**src/rtl/cfq_pkg.sv**
```systemverilog
// types, register indexes and pilot thresholds for the charger fault qualifier
package cfq_pkg;

    localparam int CFG_IDX_W = 8;
    localparam int TEMP_PERIOD_MS = 4000;

    localparam logic [CFG_IDX_W-1:0] REG_OV_LIMIT   = 8'd0;
    localparam logic [CFG_IDX_W-1:0] REG_UV_LIMIT   = 8'd1;
    localparam logic [CFG_IDX_W-1:0] REG_OC_LIMIT   = 8'd2;
    localparam logic [CFG_IDX_W-1:0] REG_AC_LIMIT   = 8'd3;
    localparam logic [CFG_IDX_W-1:0] REG_VOLT_HOLD  = 8'd4;
    localparam logic [CFG_IDX_W-1:0] REG_CURR_HOLD  = 8'd5;
    localparam logic [CFG_IDX_W-1:0] REG_RECOVER    = 8'd6;
    localparam logic [CFG_IDX_W-1:0] REG_TEMP_LIMIT = 8'd7;

    // raw pilot words at which each level begins
    localparam logic signed [15:0] PILOT_12V_MIN = 16'sd10039;
    localparam logic signed [15:0] PILOT_9V_MIN  = -16'sd14007;
    localparam logic signed [15:0] PILOT_6V_MIN  = -16'sd23346;

    typedef enum logic [1:0] {
        LVL_ERR = 2'd0,
        LVL_6V  = 2'd1,
        LVL_9V  = 2'd2,
        LVL_12V = 2'd3
    } t_level;

    typedef struct packed {
        logic [15:0]        over_voltage_limit;
        logic [15:0]        low_voltage_limit;
        logic [15:0]        over_current_limit;
        logic [15:0]        abnormal_current_limit;
        logic [15:0]        voltage_hold_ms;
        logic [15:0]        current_hold_ms;
        logic [15:0]        recover_ms;
        logic signed [15:0] temp_raw_limit;
    } t_cfg;

    typedef struct packed {
        logic [31:0]        now_ms;
        logic [15:0]        line_voltage;
        logic [15:0]        line_current;
        logic signed [15:0] temp_raw;
        logic signed [15:0] pilot_raw;
        logic               meter_valid;
        logic               start_flag;
    } t_item;

    typedef struct packed {
        t_level pilot_level;
        logic   over_temp;
        logic   over_voltage;
        logic   under_voltage;
        logic   over_current;
        logic   abnormal_current;
        logic   meter_fault;
        logic   any_fault;
        logic   restart_request;
    } t_result;

    function automatic t_level pilot_classify(input logic signed [15:0] raw);
        t_level lvl;
        if (raw >= PILOT_12V_MIN) begin
            lvl = LVL_12V;
        end else if (raw >= PILOT_9V_MIN) begin
            lvl = LVL_9V;
        end else if (raw >= PILOT_6V_MIN) begin
            lvl = LVL_6V;
        end else begin
            lvl = LVL_ERR;
        end
        return lvl;
    endfunction

endpackage

```
**src/rtl/charger_fault_qualifier_unit.sv**
```systemverilog
// top level of the charger fault qualifier
//
// one input beat per sample tick carries the time, voltage, current, raw
// temperature and pilot words plus the meter-valid and start flags; each
// beat gives exactly one output beat with the pilot level, the six fault
// flags, their OR and a restart request pulse
// configuration registers are written through the cfg channel, which is
// always ready; write only while no tick is in flight
// latency: a beat taken at one edge shows on the output one cycle later,
// after the next edge, and can leave at the edge after that
// throughput: one beat per cycle, set by the single pass from the input
// register through the timer and latch logic into the result register
// a stalled receiver holds the result register; one more beat is taken into
// the input register, then o_in_ready drops until the result leaves
// reset (synchronous, active low) clears both stages, all timers and
// latches, and loads the default limits
module charger_fault_qualifier_unit
    import cfq_pkg::*;
#(
    parameter int TIME_WIDTH = 32
) (
    input  logic                 i_clk,
    input  logic                 i_rst_n,
    input  logic                 i_cfg_valid,
    output logic                 o_cfg_ready,
    input  logic [CFG_IDX_W-1:0] i_cfg_index,
    input  logic [15:0]          i_cfg_data,
    input  logic                 i_in_valid,
    output logic                 o_in_ready,
    input  logic [31:0]          i_now_ms,
    input  logic [15:0]          i_line_voltage,
    input  logic [15:0]          i_line_current,
    input  logic signed [15:0]   i_temp_raw,
    input  logic signed [15:0]   i_pilot_raw,
    input  logic                 i_meter_valid,
    input  logic                 i_start_flag,
    output logic                 o_out_valid,
    input  logic                 i_out_ready,
    output logic [1:0]           o_pilot_level,
    output logic                 o_over_temp,
    output logic                 o_over_voltage,
    output logic                 o_under_voltage,
    output logic                 o_over_current,
    output logic                 o_abnormal_current,
    output logic                 o_meter_fault,
    output logic                 o_any_fault,
    output logic                 o_restart_request
);

    t_cfg    w_cfg;
    t_result w_result;
    logic    w_adv;
    logic    w_in_take;

    logic    r_in_vld,  n_in_vld;
    logic    r_out_vld, n_out_vld;
    t_item   r_in;
    t_result r_out;

    assign o_cfg_ready = 1'b1;

    cfq_cfg_regs u_cfg_regs (
        .i_clk       (i_clk),
        .i_rst_n     (i_rst_n),
        .i_cfg_valid (i_cfg_valid),
        .i_cfg_index (i_cfg_index),
        .i_cfg_data  (i_cfg_data),
        .o_cfg       (w_cfg)
    );

    cfq_fault_core #(
        .TIME_WIDTH (TIME_WIDTH)
    ) u_fault_core (
        .i_clk    (i_clk),
        .i_rst_n  (i_rst_n),
        .i_en     (w_adv),
        .i_cfg    (w_cfg),
        .i_item   (r_in),
        .o_result (w_result)
    );

    assign w_adv      = r_in_vld && (!r_out_vld || i_out_ready);
    assign o_in_ready = !r_in_vld || w_adv;
    assign w_in_take  = i_in_valid && o_in_ready;

    always_comb begin
        n_in_vld = r_in_vld;
        if (w_in_take) begin
            n_in_vld = 1'b1;
        end else if (w_adv) begin
            n_in_vld = 1'b0;
        end

        n_out_vld = r_out_vld;
        if (w_adv) begin
            n_out_vld = 1'b1;
        end else if (i_out_ready) begin
            n_out_vld = 1'b0;
        end
    end

    always_ff @(posedge i_clk) begin
        if (!i_rst_n) begin
            r_in_vld  <= 1'b0;
            r_out_vld <= 1'b0;
        end else begin
            r_in_vld  <= n_in_vld;
            r_out_vld <= n_out_vld;
        end
    end

    always_ff @(posedge i_clk) begin
        if (w_in_take) begin
            r_in.now_ms       <= i_now_ms;
            r_in.line_voltage <= i_line_voltage;
            r_in.line_current <= i_line_current;
            r_in.temp_raw     <= i_temp_raw;
            r_in.pilot_raw    <= i_pilot_raw;
            r_in.meter_valid  <= i_meter_valid;
            r_in.start_flag   <= i_start_flag;
        end
        if (w_adv) begin
            r_out <= w_result;
        end
    end

    assign o_out_valid        = r_out_vld;
    assign o_pilot_level      = r_out.pilot_level;
    assign o_over_temp        = r_out.over_temp;
    assign o_over_voltage     = r_out.over_voltage;
    assign o_under_voltage    = r_out.under_voltage;
    assign o_over_current     = r_out.over_current;
    assign o_abnormal_current = r_out.abnormal_current;
    assign o_meter_fault      = r_out.meter_fault;
    assign o_any_fault        = r_out.any_fault;
    assign o_restart_request  = r_out.restart_request;

endmodule

```
**src/rtl/cfq_cfg_regs.sv**
```systemverilog
// configuration register file for the charger fault qualifier
module cfq_cfg_regs
    import cfq_pkg::*;
(
    input  logic                 i_clk,
    input  logic                 i_rst_n,
    input  logic                 i_cfg_valid,
    input  logic [CFG_IDX_W-1:0] i_cfg_index,
    input  logic [15:0]          i_cfg_data,
    output t_cfg                 o_cfg
);

    t_cfg r_cfg;
    t_cfg n_cfg;

    always_comb begin
        n_cfg = r_cfg;
        if (i_cfg_valid) begin
            case (i_cfg_index)
                REG_OV_LIMIT:   n_cfg.over_voltage_limit     = i_cfg_data;
                REG_UV_LIMIT:   n_cfg.low_voltage_limit      = i_cfg_data;
                REG_OC_LIMIT:   n_cfg.over_current_limit     = i_cfg_data;
                REG_AC_LIMIT:   n_cfg.abnormal_current_limit = i_cfg_data;
                REG_VOLT_HOLD:  n_cfg.voltage_hold_ms        = i_cfg_data;
                REG_CURR_HOLD:  n_cfg.current_hold_ms        = i_cfg_data;
                REG_RECOVER:    n_cfg.recover_ms             = i_cfg_data;
                REG_TEMP_LIMIT: n_cfg.temp_raw_limit         = i_cfg_data;
                default:        n_cfg = r_cfg;
            endcase
        end
    end

    always_ff @(posedge i_clk) begin
        if (!i_rst_n) begin
            r_cfg.over_voltage_limit     <= 16'd2640;
            r_cfg.low_voltage_limit      <= 16'd1760;
            r_cfg.over_current_limit     <= 16'd35000;
            r_cfg.abnormal_current_limit <= 16'd40000;
            r_cfg.voltage_hold_ms        <= 16'd5000;
            r_cfg.current_hold_ms        <= 16'd2000;
            r_cfg.recover_ms             <= 16'd3000;
            r_cfg.temp_raw_limit         <= -16'sd18577;
        end else begin
            r_cfg <= n_cfg;
        end
    end

    assign o_cfg = r_cfg;

endmodule

```
**src/rtl/cfq_fault_core.sv**
```systemverilog
// fault timers, latches and result logic for one tick
module cfq_fault_core
    import cfq_pkg::*;
#(
    parameter int TIME_WIDTH = 32
) (
    input  logic    i_clk,
    input  logic    i_rst_n,
    input  logic    i_en,
    input  t_cfg    i_cfg,
    input  t_item   i_item,
    output t_result o_result
);

    localparam int TW = TIME_WIDTH;
    localparam int F_OT = 0;
    localparam int F_OV = 1;
    localparam int F_UV = 2;
    localparam int F_OC = 3;
    localparam int F_AC = 4;
    localparam int F_MF = 5;

    logic [TW-1:0] w_now;
    logic [TW-1:0] w_temp_el;
    logic [TW-1:0] w_ov_el;
    logic [TW-1:0] w_uv_el;
    logic [TW-1:0] w_oc_el;
    logic [TW-1:0] w_deadline;
    logic [TW-1:0] w_volt_hold;
    logic [TW-1:0] w_curr_hold;
    t_level        w_level;

    logic [TW-1:0] r_temp_time, n_temp_time;
    logic [TW-1:0] r_ov_since,  n_ov_since;
    logic [TW-1:0] r_uv_since,  n_uv_since;
    logic [TW-1:0] r_oc_since,  n_oc_since;
    logic [TW-1:0] r_recover,   n_recover;
    logic [5:0]    r_latch,     n_latch;
    logic          n_restart;

    assign w_now       = TW'(i_item.now_ms);
    assign w_temp_el   = w_now - r_temp_time;
    assign w_ov_el     = w_now - r_ov_since;
    assign w_uv_el     = w_now - r_uv_since;
    assign w_oc_el     = w_now - r_oc_since;
    assign w_deadline  = w_now + TW'(i_cfg.recover_ms);
    assign w_volt_hold = TW'(i_cfg.voltage_hold_ms);
    assign w_curr_hold = TW'(i_cfg.current_hold_ms);
    assign w_level     = pilot_classify(i_item.pilot_raw);

    always_comb begin
        n_temp_time = r_temp_time;
        n_ov_since  = r_ov_since;
        n_uv_since  = r_uv_since;
        n_oc_since  = r_oc_since;
        n_recover   = r_recover;
        n_latch     = r_latch;
        n_restart   = 1'b0;

        if (w_temp_el >= TW'(TEMP_PERIOD_MS)) begin
            n_temp_time = w_now;
            if (i_item.temp_raw <= i_cfg.temp_raw_limit) begin
                n_latch[F_OT] = 1'b1;
            end
        end

        if (i_item.meter_valid) begin
            n_latch[F_MF] = 1'b0;

            if (i_item.line_voltage >= i_cfg.over_voltage_limit) begin
                if (w_ov_el > w_volt_hold) begin
                    n_latch[F_OV] = 1'b1;
                    n_recover     = w_deadline;
                end
            end else begin
                n_ov_since = w_now;
            end

            if (i_item.line_voltage <= i_cfg.low_voltage_limit) begin
                if (w_uv_el > w_volt_hold) begin
                    n_latch[F_UV] = 1'b1;
                    n_recover     = w_deadline;
                end
            end else begin
                n_uv_since = w_now;
            end

            if (i_item.line_current >= i_cfg.over_current_limit) begin
                if (w_oc_el > w_curr_hold) begin
                    n_latch[F_OC] = 1'b1;
                    if (i_item.line_current >= i_cfg.abnormal_current_limit) begin
                        n_latch[F_AC] = 1'b1;
                    end
                end
            end else begin
                n_oc_since = w_now;
            end

            // in band excludes any voltage latch this tick, so the old deadline is safe
            if (i_item.line_voltage > i_cfg.low_voltage_limit
                && i_item.line_voltage < i_cfg.over_voltage_limit
                && w_now > r_recover) begin
                n_latch[F_OV] = 1'b0;
                n_latch[F_UV] = 1'b0;
                if ((w_level == LVL_9V || w_level == LVL_6V) && i_item.start_flag) begin
                    n_restart = 1'b1;
                end
            end
        end else begin
            n_latch[F_MF] = 1'b1;
        end
    end

    always_ff @(posedge i_clk) begin
        if (!i_rst_n) begin
            r_temp_time <= '0;
            r_ov_since  <= '0;
            r_uv_since  <= '0;
            r_oc_since  <= '0;
            r_recover   <= '0;
            r_latch     <= '0;
        end else if (i_en) begin
            r_temp_time <= n_temp_time;
            r_ov_since  <= n_ov_since;
            r_uv_since  <= n_uv_since;
            r_oc_since  <= n_oc_since;
            r_recover   <= n_recover;
            r_latch     <= n_latch;
        end
    end

    always_comb begin
        o_result.pilot_level      = w_level;
        o_result.over_temp        = n_latch[F_OT];
        o_result.over_voltage     = n_latch[F_OV];
        o_result.under_voltage    = n_latch[F_UV];
        o_result.over_current     = n_latch[F_OC];
        o_result.abnormal_current = n_latch[F_AC];
        o_result.meter_fault      = n_latch[F_MF];
        o_result.any_fault        = |n_latch;
        o_result.restart_request  = n_restart;
    end

endmodule

```
**config.mk**
```make
export PLATFORM = sky130hd
export DESIGN_NAME = charger_fault_qualifier_unit
export DESIGN_NICKNAME = d
export VERILOG_FILES = /design/src/rtl/cfq_pkg.sv /design/src/rtl/charger_fault_qualifier_unit.sv /design/src/rtl/cfq_cfg_regs.sv /design/src/rtl/cfq_fault_core.sv
export SDC_FILE = /design/constraint.sdc
export NUM_CORES = 1
export LEC_CHECK = 0
export BUFFER_PORTS_ARGS = -buffer_cell sky130_fd_sc_hd__clkbuf_2
export CAP_MARGIN = 20
export CORE_MARGIN = 8
export CORE_UTILIZATION = 40
export DETAILED_ROUTE_END_ITERATION = 8
export GPL_TIMING_DRIVEN = 0
export PLACE_DENSITY = 0.52
export SLEW_MARGIN = 15
export SYNTH_ARGS = -nofsm -noshare
export SYNTH_HDL_FRONTEND = slang
export SYNTH_SLANG_ARGS = --single-unit
export TNS_END_PERCENT = 1
```
**constraint.sdc**
```tcl
create_clock -name i_clk -period 5.3 [get_ports i_clk]
set_clock_uncertainty 0.2 [all_clocks]
set_input_delay 0 -clock i_clk [delete_from_list [all_inputs] [get_ports i_clk]]
set_output_delay 0 -clock i_clk [all_outputs]
set_load 0.005 [all_outputs]
```
# Word level (Yosys, flattened, before mapping)
# Cells that the tools add are included.
[op_classes]
n_eq_ne = 9
bitwise = 3
addsub = 5
magnitude_cmp = 15
muxes = 24
n_reduce_logical = 28
[op_table]
columns = ["op", "count"]
rows = [
  ["two-way mux 32 bit", 4],
  ["subtractor 32 bit", 4],
  ["> comparator 32 x 16 -> 1 bit", 3],
  [">= comparator 16 bit", 3],
  ["adder 32 x 16 -> 32 bit", 1],
  ["== test 8 x 3 -> 1 bit, second input constant", 4],
  [">= comparator 16 x 15 -> 1 bit, second input constant", 2],
  [">= comparator 32 x 12 -> 1 bit, second input constant", 1],
  ["> comparator 32 bit", 1],
  ["less-or-equal comparator 16 bit", 2],
  ["AND reduction 2 bit", 11],
  ["== test 8 x 2 -> 1 bit, second input constant", 2],
  [">= comparator 16 bit, second input constant", 1],
  ["> comparator 16 bit", 1],
  ["< comparator 16 bit", 1],
  ["two-way mux 1 bit", 14],
  ["two-way mux 2 bit", 5],
  ["AND reduction 3 bit", 3],
  ["== test 8 x 1 -> 1 bit, second input constant", 1],
  ["logical NOT 8 bit", 1],
  ["OR reduction 6 bit", 1],
  ["logical AND 1 bit", 5],
  ["two-way mux 4 bit", 1],
  ["nonzero test 2 bit", 2],
  ["5 further kinds", 10],
]
[word_totals]
register_bits = 403
output_inout_bits = 13

# Longest topological paths before layout
# Gate-level depths: netlist of run 1.
[logic_depth]
depth_word = 8
depth_mapped = 24
depth_no_buf = 22

# Cells and area by module
# From an unflattened synthesis of run 1, not the netlist that was laid out.
[unflattened]
cells_unflattened = 3234
area_unflattened_um2 = 27661.5
[modules_own_cells]
columns = ["mod", "area_each_um2", "cells_per_inst", "n_inst"]
rows = [
  ["cfq_fault_core", 19382.3, 2651, 1],
  ["cfq_cfg_regs", 4921.0, 464, 1],
  ["charger_fault_qualifier_unit", 3358.2, 119, 1],
]

# Worst setup path before layout of run 1
# OpenSTA, ideal clock, no wires.
[synth_timing]
path_kind = "register to register"
start = "register r_in[66] in the netlist's numbering"
end = "register u_fault_core.r_recover[10]"
setup_ps = 72
path_slack_ps = 450
arrival_time_ps = 4579
path_buffers = 1
required_ps = 5028
period_less_slack_ps = 4850
stages_incl_launch_ff = 23
cell_sequence = "edfxtp_1 > inv_1 > ha_1 > inv_1 > fa_1 > a211oi_1 > o211ai_1 > and3_1 > or2_1 > nor2_1 > xnor2_1 > ha_1 > a21o_1 > a21oi_1 > o211ai_1 > a2bb2oi_1 > a2111oi_0 > nand4b_1 > nor4_1 > nand4_1 > a21oi_4 > buf_6 > mux2i_1"
[synth_between]
elab_chain_cells = 6
[synth_rtl]
columns = ["element", "line", "source"]
rows = [
  ["start: declaration", "charger_fault_qualifier_unit.sv:57", "t_item r_in;"],
  ["subtractor 32 bit", "cfq_fault_core.sv:43", "assign w_ov_el = w_now - r_ov_since;"],
  ["> comparator 32 x 16 -> 1 bit", "cfq_fault_core.sv:71", "if (w_ov_el > w_volt_hold) begin"],
  ["two-way mux 32 bit", "cfq_fault_core.sv:71", ""],
  ["two-way mux 32 bit", "cfq_fault_core.sv:70", "if (i_item.line_voltage >= i_cfg.over_voltage_limit) begin"],
  ["two-way mux 32 bit", "cfq_fault_core.sv:80", "if (w_uv_el > w_volt_hold) begin"],
  ["two-way mux 32 bit (*)", "cfq_fault_core.sv:79", "if (i_item.line_voltage <= i_cfg.low_voltage_limit) begin"],
  ["end signal: assignment", "cfq_fault_core.sv:127", "r_recover <= n_recover;"],
  ["end: declaration", "cfq_fault_core.sv:37", "logic [TW-1:0] r_recover, n_recover;"],
]
# Mark *: on every way between the ends. The rest lies on a longest branch, timed or not.
# A chain may end at the register's enable or synchronous reset.

# Worst setup path in the final report of run 1
[layout_timing]
start = "register r_in[66] in the netlist's numbering"
end = "register u_fault_core.r_recover[23]"
# The elaborated chain is that of the path after synthesis.

==> reports/results.tsv, run 1 <==
stage	metric	value	unit
routing	viasPerCell	5.42	
floorplanning	die_y	275	µm
clock_network	clkSinkCount	403	
global_route	antenna_found_initial	1	
routing	antenna_left	0	
critical_path	critPathRequiredTime	5.63	ns
placed_design	io_buffers	121	
critical_path	r2r-end	u_fault_core.r_recover[23]$_SDFFE_PN0P_	
power_and_ir_drop	leakage	13.4	nW
layout	stdcell_area	0.0336	mm²
layout	final_cell_mix	513 x nand2_1, 307 x inv_1, 297 x ha_1	
clock_network	clkLatencyLatePin	0.63	ns
floorplanning	dieArea	0.0755	mm²
power_and_ir_drop	vdd_drop_max	0.000246	V
floorplanning	die_x	275	µm
routing	drt_wl_total	93700	µm
placed_design	dpl_cell_area	0.0285	mm²
routing	wl_per_cell	20.3	µm
layout	layout_commonest_cell	nand2_1	
worst_hold_path	hold_path.class	in2reg	
timing	period_share	99.7	%
critical_path	cp-start-kind	flop	
critical_path	r2r_cells	26	
logic_synthesis	yosysSeqAreaShare	34.1	%
timing	slew_headroom	27.4	%
logic_synthesis	syn_area_per_cell	8.30	µm²
critical_path	critPathMaxFanout	8	
logic_synthesis	yosysWarnings	0	
timing	final_max_slew_viol_count	0	
timing	fin_crit	5.29	ns
placed_design	dp_hpwl	66000	µm
timing	worstMarginPinSlew	1.09	ns
global_route	grt_max_degree	59	
clock_network	cts.clk_slew.worst_paths	0.06	ns
timing	fmax	189	MHz
status	status	finished clean	
clock_network	htree_levels	2	
job	maxCapViolations	0	
clock_network	cts_tree	yes	
logic_synthesis	postSynthCellCount	3227	
clock_network	cts_root_buf	clkbuf_16	
clock_network	cts_buffer_depth	3	
clock_network	cts_made_buffers	48	
floorplanning	start_util	40.1	%
critical_path	reg2reg_slack	0.01	ns
logic_synthesis	ys.flop_type	dfxtp_1	
layout	area_delta_synth_final	25.4	%
layout	final_util	50.3	%
floorplanning	std_cell_rows	95	
routing	vias	25000	
global_route	gr-total-overflow	0	
layout	fin_cells	4614	
worst_hold_path	hold_depth	5	
routing	drc	0	
critical_path	endpoint_kind	flop	
routing	drtIter0Drc	1637	
floorplanning	core	0.0668	mm²
placed_design	place_congestion	0.890	
critical_path	arrival	5.62	ns
timing	hold_viol	0	
logic_synthesis	syn_area	0.0268	mm²
routing	first_pass_iters	6	
worst_hold_path	min-delay-start	i_out_ready	
logic_synthesis	async_flop_share	0	%
power_and_ir_drop	power	8.63	mW
logic_synthesis	syn_nets	3659	
layout	drive_above_1_share	10.9	%
global_route	track_usage	24.3	%
floorplanning	io_pins	140	
timing	rsz0062_at_grt	yes	
global_route	grt_pass1_vias	24900	
layout	finalNetCount	4133	
placed_design	dp_cells	4222	
power_and_ir_drop	power_density	257	mW/mm²
timing	setup_viol	0	
logic_synthesis	ys_ff_latch	403	
global_route	grt_pass1_wl	143000	µm
logic_synthesis	synth_edf_count	108	
critical_path	worst-setup-path-type	reg2reg	
critical_path	reg2reg_from	r_in[66]$_DFFE_PP_	
logic_synthesis	post_synth_num_cell_types	85	
worst_hold_path	whs_endpoint	o_out_valid$_SDFFE_PN0P_	
[metrics by stage]
stage / setup TNS [ns] / setup WS, ns / hold WS [ns]
CTS: -0.0462 / -0.0133 / 0.0191
detailed placement: -94.01 / -1.67 / -0.0214
floorplan: 0 / 0.450 / -0.101
global route: -7.35 / -0.246 / 0.0746
global placement: -102.13 / -1.83 / -0.0236
finish: 0 / 0.0135 / 0.0624
[what timing repair did]
| action | 4_1_cts | 5_1_grt |
|---|---|---|
| hold buffers | 230 | 0 |
| setup endpoints to repair | 75 | 71 |
| endpoints found under the hold margin | 283 | 0 |
| pin swaps | 29 | 29 |
| gates cloned | 0 | 3 |
| resized for setup | 61 | 25 |
| buffers inserted | 63 | 6 |
[cells in the mapped netlist, drive strengths merged, types with 16 or more instances]
| cell type | number | area, µm² |
|---|---|---|
| and3 | 35 | 219 |
| nand3 | 85 | 425 |
| dfxtp | 295 | 5910 |
| and2 | 20 | 125 |
| or3 | 17 | 106 |
| nand2b | 27 | 169 |
| nor2 | 161 | 604 |
| o21ai | 152 | 761 |
| o31ai | 16 | 120 |
| ha | 300 | 3750 |
| nand4 | 40 | 250 |
| o211ai | 61 | 458 |
| xnor2 | 62 | 543 |
| a21o | 81 | 608 |
| mux2i | 105 | 1050 |
| nand2 | 513 | 1930 |
| nor3 | 35 | 175 |
| edfxtp | 108 | 3240 |
| a21oi | 314 | 1700 |
| buf | 35 | 246 |
| o21bai | 16 | 120 |
| inv | 311 | 1170 |
| clkbuf | 101 | 380 |
| a211oi | 27 | 203 |
| xor2 | 39 | 342 |
| nor2b | 33 | 206 |
| a31oi | 17 | 106 |
| o21a | 39 | 293 |
[worst max-delay path by stage]
| stage | start | endpoint | depth (start not counted) |
|---|---|---|---|
| floorplan | r_in[66]$_DFFE_PP_ | u_fault_core.r_recover[10]$_SDFFE_PN0P_ | 22 |
| global placement | r_in[67]$_DFFE_PP_ | o_any_fault$_DFFE_PP_ | 14 |
| detailed placement | r_in[67]$_DFFE_PP_ | o_any_fault$_DFFE_PP_ | 14 |
| CTS | r_in[66]$_DFFE_PP_ | o_over_voltage$_DFFE_PP_ | 25 |
| global route | r_in[66]$_DFFE_PP_ | u_fault_core.r_recover[29]$_SDFFE_PN0P_ | 27 |
| finish | r_in[66]$_DFFE_PP_ | u_fault_core.r_recover[23]$_SDFFE_PN0P_ | 26 |
[cell type report]
cell class | count | area, µm²
multi-input combinational | 2377 | 16200
clock inverter | 12 | 194
tap | 873 | 1090
fill | 6379 | 33200
inverter | 311 | 1170
buffer | 136 | 654
antenna | 1 | 2.50
clock buffer | 77 | 1470
sequential | 403 | 9150
timing repair buffer | 424 | 3620
[flip-flops by register name, summed over array words and instances (netlist names), 2 cells and up]
| name | flops |
|---|---|
| u_fault_core.r_oc_since | 32 |
| u_fault_core.r_latch | 5 |
| o_pilot_level | 2 |
| r_in | 98 |
| u_fault_core.r_recover | 32 |
| u_fault_core.r_uv_since | 32 |
| u_cfg_regs.o_cfg | 128 |
| u_fault_core.r_temp_time | 32 |
| u_fault_core.r_ov_since | 32 |
[routing by layer]
layer	wire length (µm)	global-route usage [%]	vias up
li1	-	-	12300
met2	43500	41.1	611
met4	3500	8.07	0
met5	0	0	-
met3	4530	3.08	155
met1	42100	31.7	11900
[critical path, cell delays in order (launching register included)]
cell and delay [ns]:
edfxtp_1 0.38, buf_6 0.16, clkinvlp_4 0.09, buf_12 0.13, ha_4 0.14, inv_1 0.05, fa_2 0.38, a211oi_2 0.23
o211ai_1 0.17, and3_4 0.22, or2_4 0.25, nor2_4 0.09, xnor2_1 0.08, ha_1 0.34, a21o_1 0.18, a21oi_2 0.12
o211ai_1 0.12, a2bb2oi_2 0.18, a2111oi_4 0.22, nand4b_1 0.19, nor4_2 0.31, nand4_1 0.15, buf_6 0.17, a21oi_4 0.15
buf_12 0.17, clkbuf_16 0.16, mux2i_1 0.16
[power by group]
group          switching (mW)  internal (mW)
registers               0.103           3.26
clock network            1.42           2.07
logic                    1.02          0.762
total                    2.54           6.09
[kinds of logic after synthesis]
group / after synthesis / share of synthesized area (%)
xor gates and xnor gates: 101 / 3.30
other: 1 / 0.0140
buffers and inverters: 447 / 6.70
DFF: 403 / 34.1
and+or+nand+nor: 1024 / 17.3
AOI/OAI and AO/OA: 839 / 20.1
adders and majority gates: 305 / 14.4
muxes: 107 / 4.01
(Power assumes the default switching activity.)
==> inputs of run 2 (changes only) <==
--- a/config.mk
+++ b/config.mk
@@ -11,7 +11,6 @@
 export CORE_UTILIZATION = 40
 export DETAILED_ROUTE_END_ITERATION = 8
 export GPL_TIMING_DRIVEN = 0
-export PLACE_DENSITY = 0.52
 export SLEW_MARGIN = 15
 export SYNTH_ARGS = -nofsm -noshare
 export SYNTH_HDL_FRONTEND = slang
==> run 2 against run 1 <==
The run now ends with negative setup slack left. Worst hold slack worse by 0.019 ns. Global-route usage decreased by 2.0 points. Cell area fell by 0.61%. Cell count shrank 0.35%. Via count is 2.3% lower. Core utilization decreased by 0.31 points. Sequential share of layout area up 0.17 points. Largest power group unchanged.
==> reports/results.tsv, run 2 (same netlist as run 1, synthesis figures left out) <==
stage	metric	value	unit	change
layout	final_cell_mix	513 x nand2_1, 306 x inv_1, 297 x ha_1		was 513 x nand2_1, 307 x inv_1, 297 x ha_1
clock_network	cts_buffer_depth	3		unchanged
timing	fin_crit	5.32	ns	was 5.29 ns
timing	slew_headroom	26.4	%	was 27.4%
clock_network	clkSinkCount	403		unchanged
global_route	grt_pass1_wl	134000	µm	was 143000 µm
placed_design	dp_hpwl	60400	µm	was 66000 µm
routing	viasPerCell	5.31		was 5.42
routing	met2_length	40300	µm	was 43500 µm
layout	finalNetCount	4118		was 4133
floorplanning	dieArea	0.0755	mm²	unchanged
layout	layout_commonest_cell	nand2_1		unchanged
global_route	track_usage	22.3	%	was 24.3%
routing	wl_per_cell	18.6	µm	was 20.3 µm
timing	worst_slack	-0.0224	ns	was 0.0135 ns
critical_path	critPathMaxFanout	3		was 8
floorplanning	std_cell_rows	95		unchanged
worst_hold_path	hold_path.class	in2reg		unchanged
timing	hold_viol	0		unchanged
status	status	finished, violations left		was finished clean
layout	drive_above_1_share	10.7	%	was 10.9%
floorplanning	io_pins	140		unchanged
critical_path	cp-start-kind	flop		unchanged
power_and_ir_drop	leakage	13.3	nW	was 13.4 nW
routing	routed.top_layer	met4		unchanged
placed_design	dpl_cell_area	0.0285	mm²	about the same
routing	wl_met3	3800	µm	was 4530 µm
timing	fmax	188	MHz	was 189 MHz
clock_network	cts_made_buffers	46		was 48
routing	vias	24400		was 25000
floorplanning	start_util	40.1	%	unchanged
global_route	grt_pass1_vias	23700		was 24900
timing	worstMarginPinSlew	1.10	ns	was 1.09 ns
clock_network	htree_levels	2		unchanged
floorplanning	die_y	275	µm	unchanged
clock_network	clkLatencyLatePin	0.63	ns	about the same
floorplanning	core	0.0668	mm²	unchanged
timing	final_max_slew_viol_count	0		unchanged
power_and_ir_drop	vdd_drop_max	0.000268	V	was 0.000246 V
power_and_ir_drop	power	8.58	mW	was 8.63 mW
placed_design	io_buffers	121		unchanged
critical_path	critPathMaxStageDelay	0.45	ns	was 0.38 ns
critical_path	cp_top_family	compound AO/OA/AOI/OAI gates		unchanged
layout	area_delta_synth_final	24.6	%	was 25.4%
routing	drtIter0Drc	1688		was 1637
critical_path	arrival	5.44	ns	was 5.62 ns
status	violations	negative setup slack		
clock_network	cts.clk_slew.worst_paths	0.06	ns	about the same
layout	largest_register_ffs	128		unchanged
timing	period_share	100	%	was 99.7%
critical_path	worst-setup-path-type	reg2reg		unchanged
timing	setup_viol	1		was 0
layout	fin_cells	4598		was 4614
routing	drc	0		unchanged
critical_path	path_buf_inv	4		was 7
critical_path	path_cells	clkinvlp_4 -> buf_12 -> ha_4 -> fa_2 -> nand2b_4 -> a21o_1 -> a21oi_2 -> a21o_1 -> a21oi_2 -> inv_1 -> a31oi_1 -> xnor2_1 -> ha_1 -> a21o_1 -> a221oi_2 -> a22o_1 -> o2111a_1 -> nand4_1 -> nor4_4 -> buf_4 -> a31oi_4 -> nor4_1 -> o2111ai_1		
routing	drt_wl_total	85600	µm	was 93700 µm
critical_path	cpMostUsedCell	a21o_1		
layout	stdcell_area	0.0334	mm²	was 0.0336 mm²
routing	first_pass_iters	5		was 6
global_route	grt_max_degree	55		was 59
clock_network	cts_root_buf	clkbuf_16		unchanged
job	maxCapViolations	0		unchanged
floorplanning	die_x	275	µm	unchanged
placed_design	place_congestion	0.954		was 0.890
global_route	antenna_found_initial	1		unchanged
critical_path	critPathRequiredTime	5.42	ns	was 5.63 ns
power_and_ir_drop	power_density	257	mW/mm²	about the same
routing	antenna_left	0		unchanged
critical_path	cp_slowest_cell	edfxtp_1		unchanged
critical_path	endpoint_kind	flop		unchanged
timing	rsz0062_at_grt	yes		unchanged
global_route	gr-total-overflow	0		unchanged
clock_network	cts_tree	yes		unchanged
placed_design	dp_cells	4222		unchanged
routing	wl_met1	39600	µm	was 42100 µm
==> run 2: changes by cell type in the layout (fill, tap and decap cells not counted), moves of 5 or more <==
cell       change
buf_4          -8
clkbuf_8       -8
clkbuf_1      -13
clkinv_2       +6
clkbuf_16      -5
clkinv_1       +5
==> run 2: layout make-up <==
cell class                      instances  area, µm²
Timing Repair Buffer                  411       3460
Multi-Input combinational cell       2377      16200
Inverter                              311       1170
Tap cell                              873       1090
Sequential cell                       403       9150
Clock inverter                         33        437
Clock buffer                           53       1220
Antenna cell                            1       2.50
Buffer                                136        654
Fill cell                            6391      33400
==> run 2: worst paths after layout <==
kind,startpoint,to,slack [ns],cells past startpoint
hold reg to reg,u_cfg_regs.o_cfg[126]$_SDFFE_PN0P_,u_cfg_regs.o_cfg[126]$_SDFFE_PN0P_,0.25,2
setup / recovery,r_in[66]$_DFFE_PP_,o_any_fault$_DFFE_PP_,-0.02,23
hold / removal,i_cfg_index[6],u_cfg_regs.o_cfg[58]$_SDFFE_PN0P_,0.04,6
setup reg to reg,r_in[66]$_DFFE_PP_,o_any_fault$_DFFE_PP_,-0.02,23
==> run 2: report_power, final <==
part,leakage (nW),switching [mW],internal (mW)
sequential,3.44,0.0998,3.26
combinational,9.01,0.979,0.752
clock,0.809,1.46,2.02
==> run 2: repair_timing <==
item                       in CTS  in global routing
setup buffers                  31                 26
gates resized for setup        38                 45
pin swaps                      23                 60
gates cloned                    0                  2
setup endpoints to repair      75                 69
hold buffers                  230                  0
hold endpoints to repair      284                  0
==> run 2: layer usage <==
metal | global-route usage [%] | vias to the layer above
met5 | 0 | -
met4 | 6.12 | 0
met3 | 3.02 | 110
met2 | 37.7 | 548
met1 | 29.6 | 11500
li1 | - | 12300
==> run 2: through the flow <==
step	util [%]	TNS [ns]	hold WS [ns]	worst slack, ns
6_report	50.0	-0.0224	0.0434	-0.0224
5_1_grt	50.0	-5.95	0.0625	-0.226
4_1_cts	49.3	-0.00145	0.0116	-0.00145
3_5_place_dp	42.7	-58.48	-0.0214	-1.33
3_3_place_gp	42.7	-61.54	-0.0233	-1.35
2_1_floorplan	-	0	-0.101	0.450
==> run 2: worst register-to-register path: stages (launching register included) <==
cell and delay (ns):
edfxtp_1 0.45, clkinvlp_4 0.16, buf_12 0.15, ha_4 0.16
fa_2 0.37, nand2b_4 0.15, a21o_1 0.23, a21oi_2 0.19
a21o_1 0.15, a21oi_2 0.06, inv_1 0.07, a31oi_1 0.09
xnor2_1 0.16, ha_1 0.35, a21o_1 0.18, a221oi_2 0.23
a22o_1 0.25, o2111a_1 0.21, nand4_1 0.18, nor4_4 0.35
buf_4 0.17, a31oi_4 0.08, nor4_1 0.27, o2111ai_1 0.18
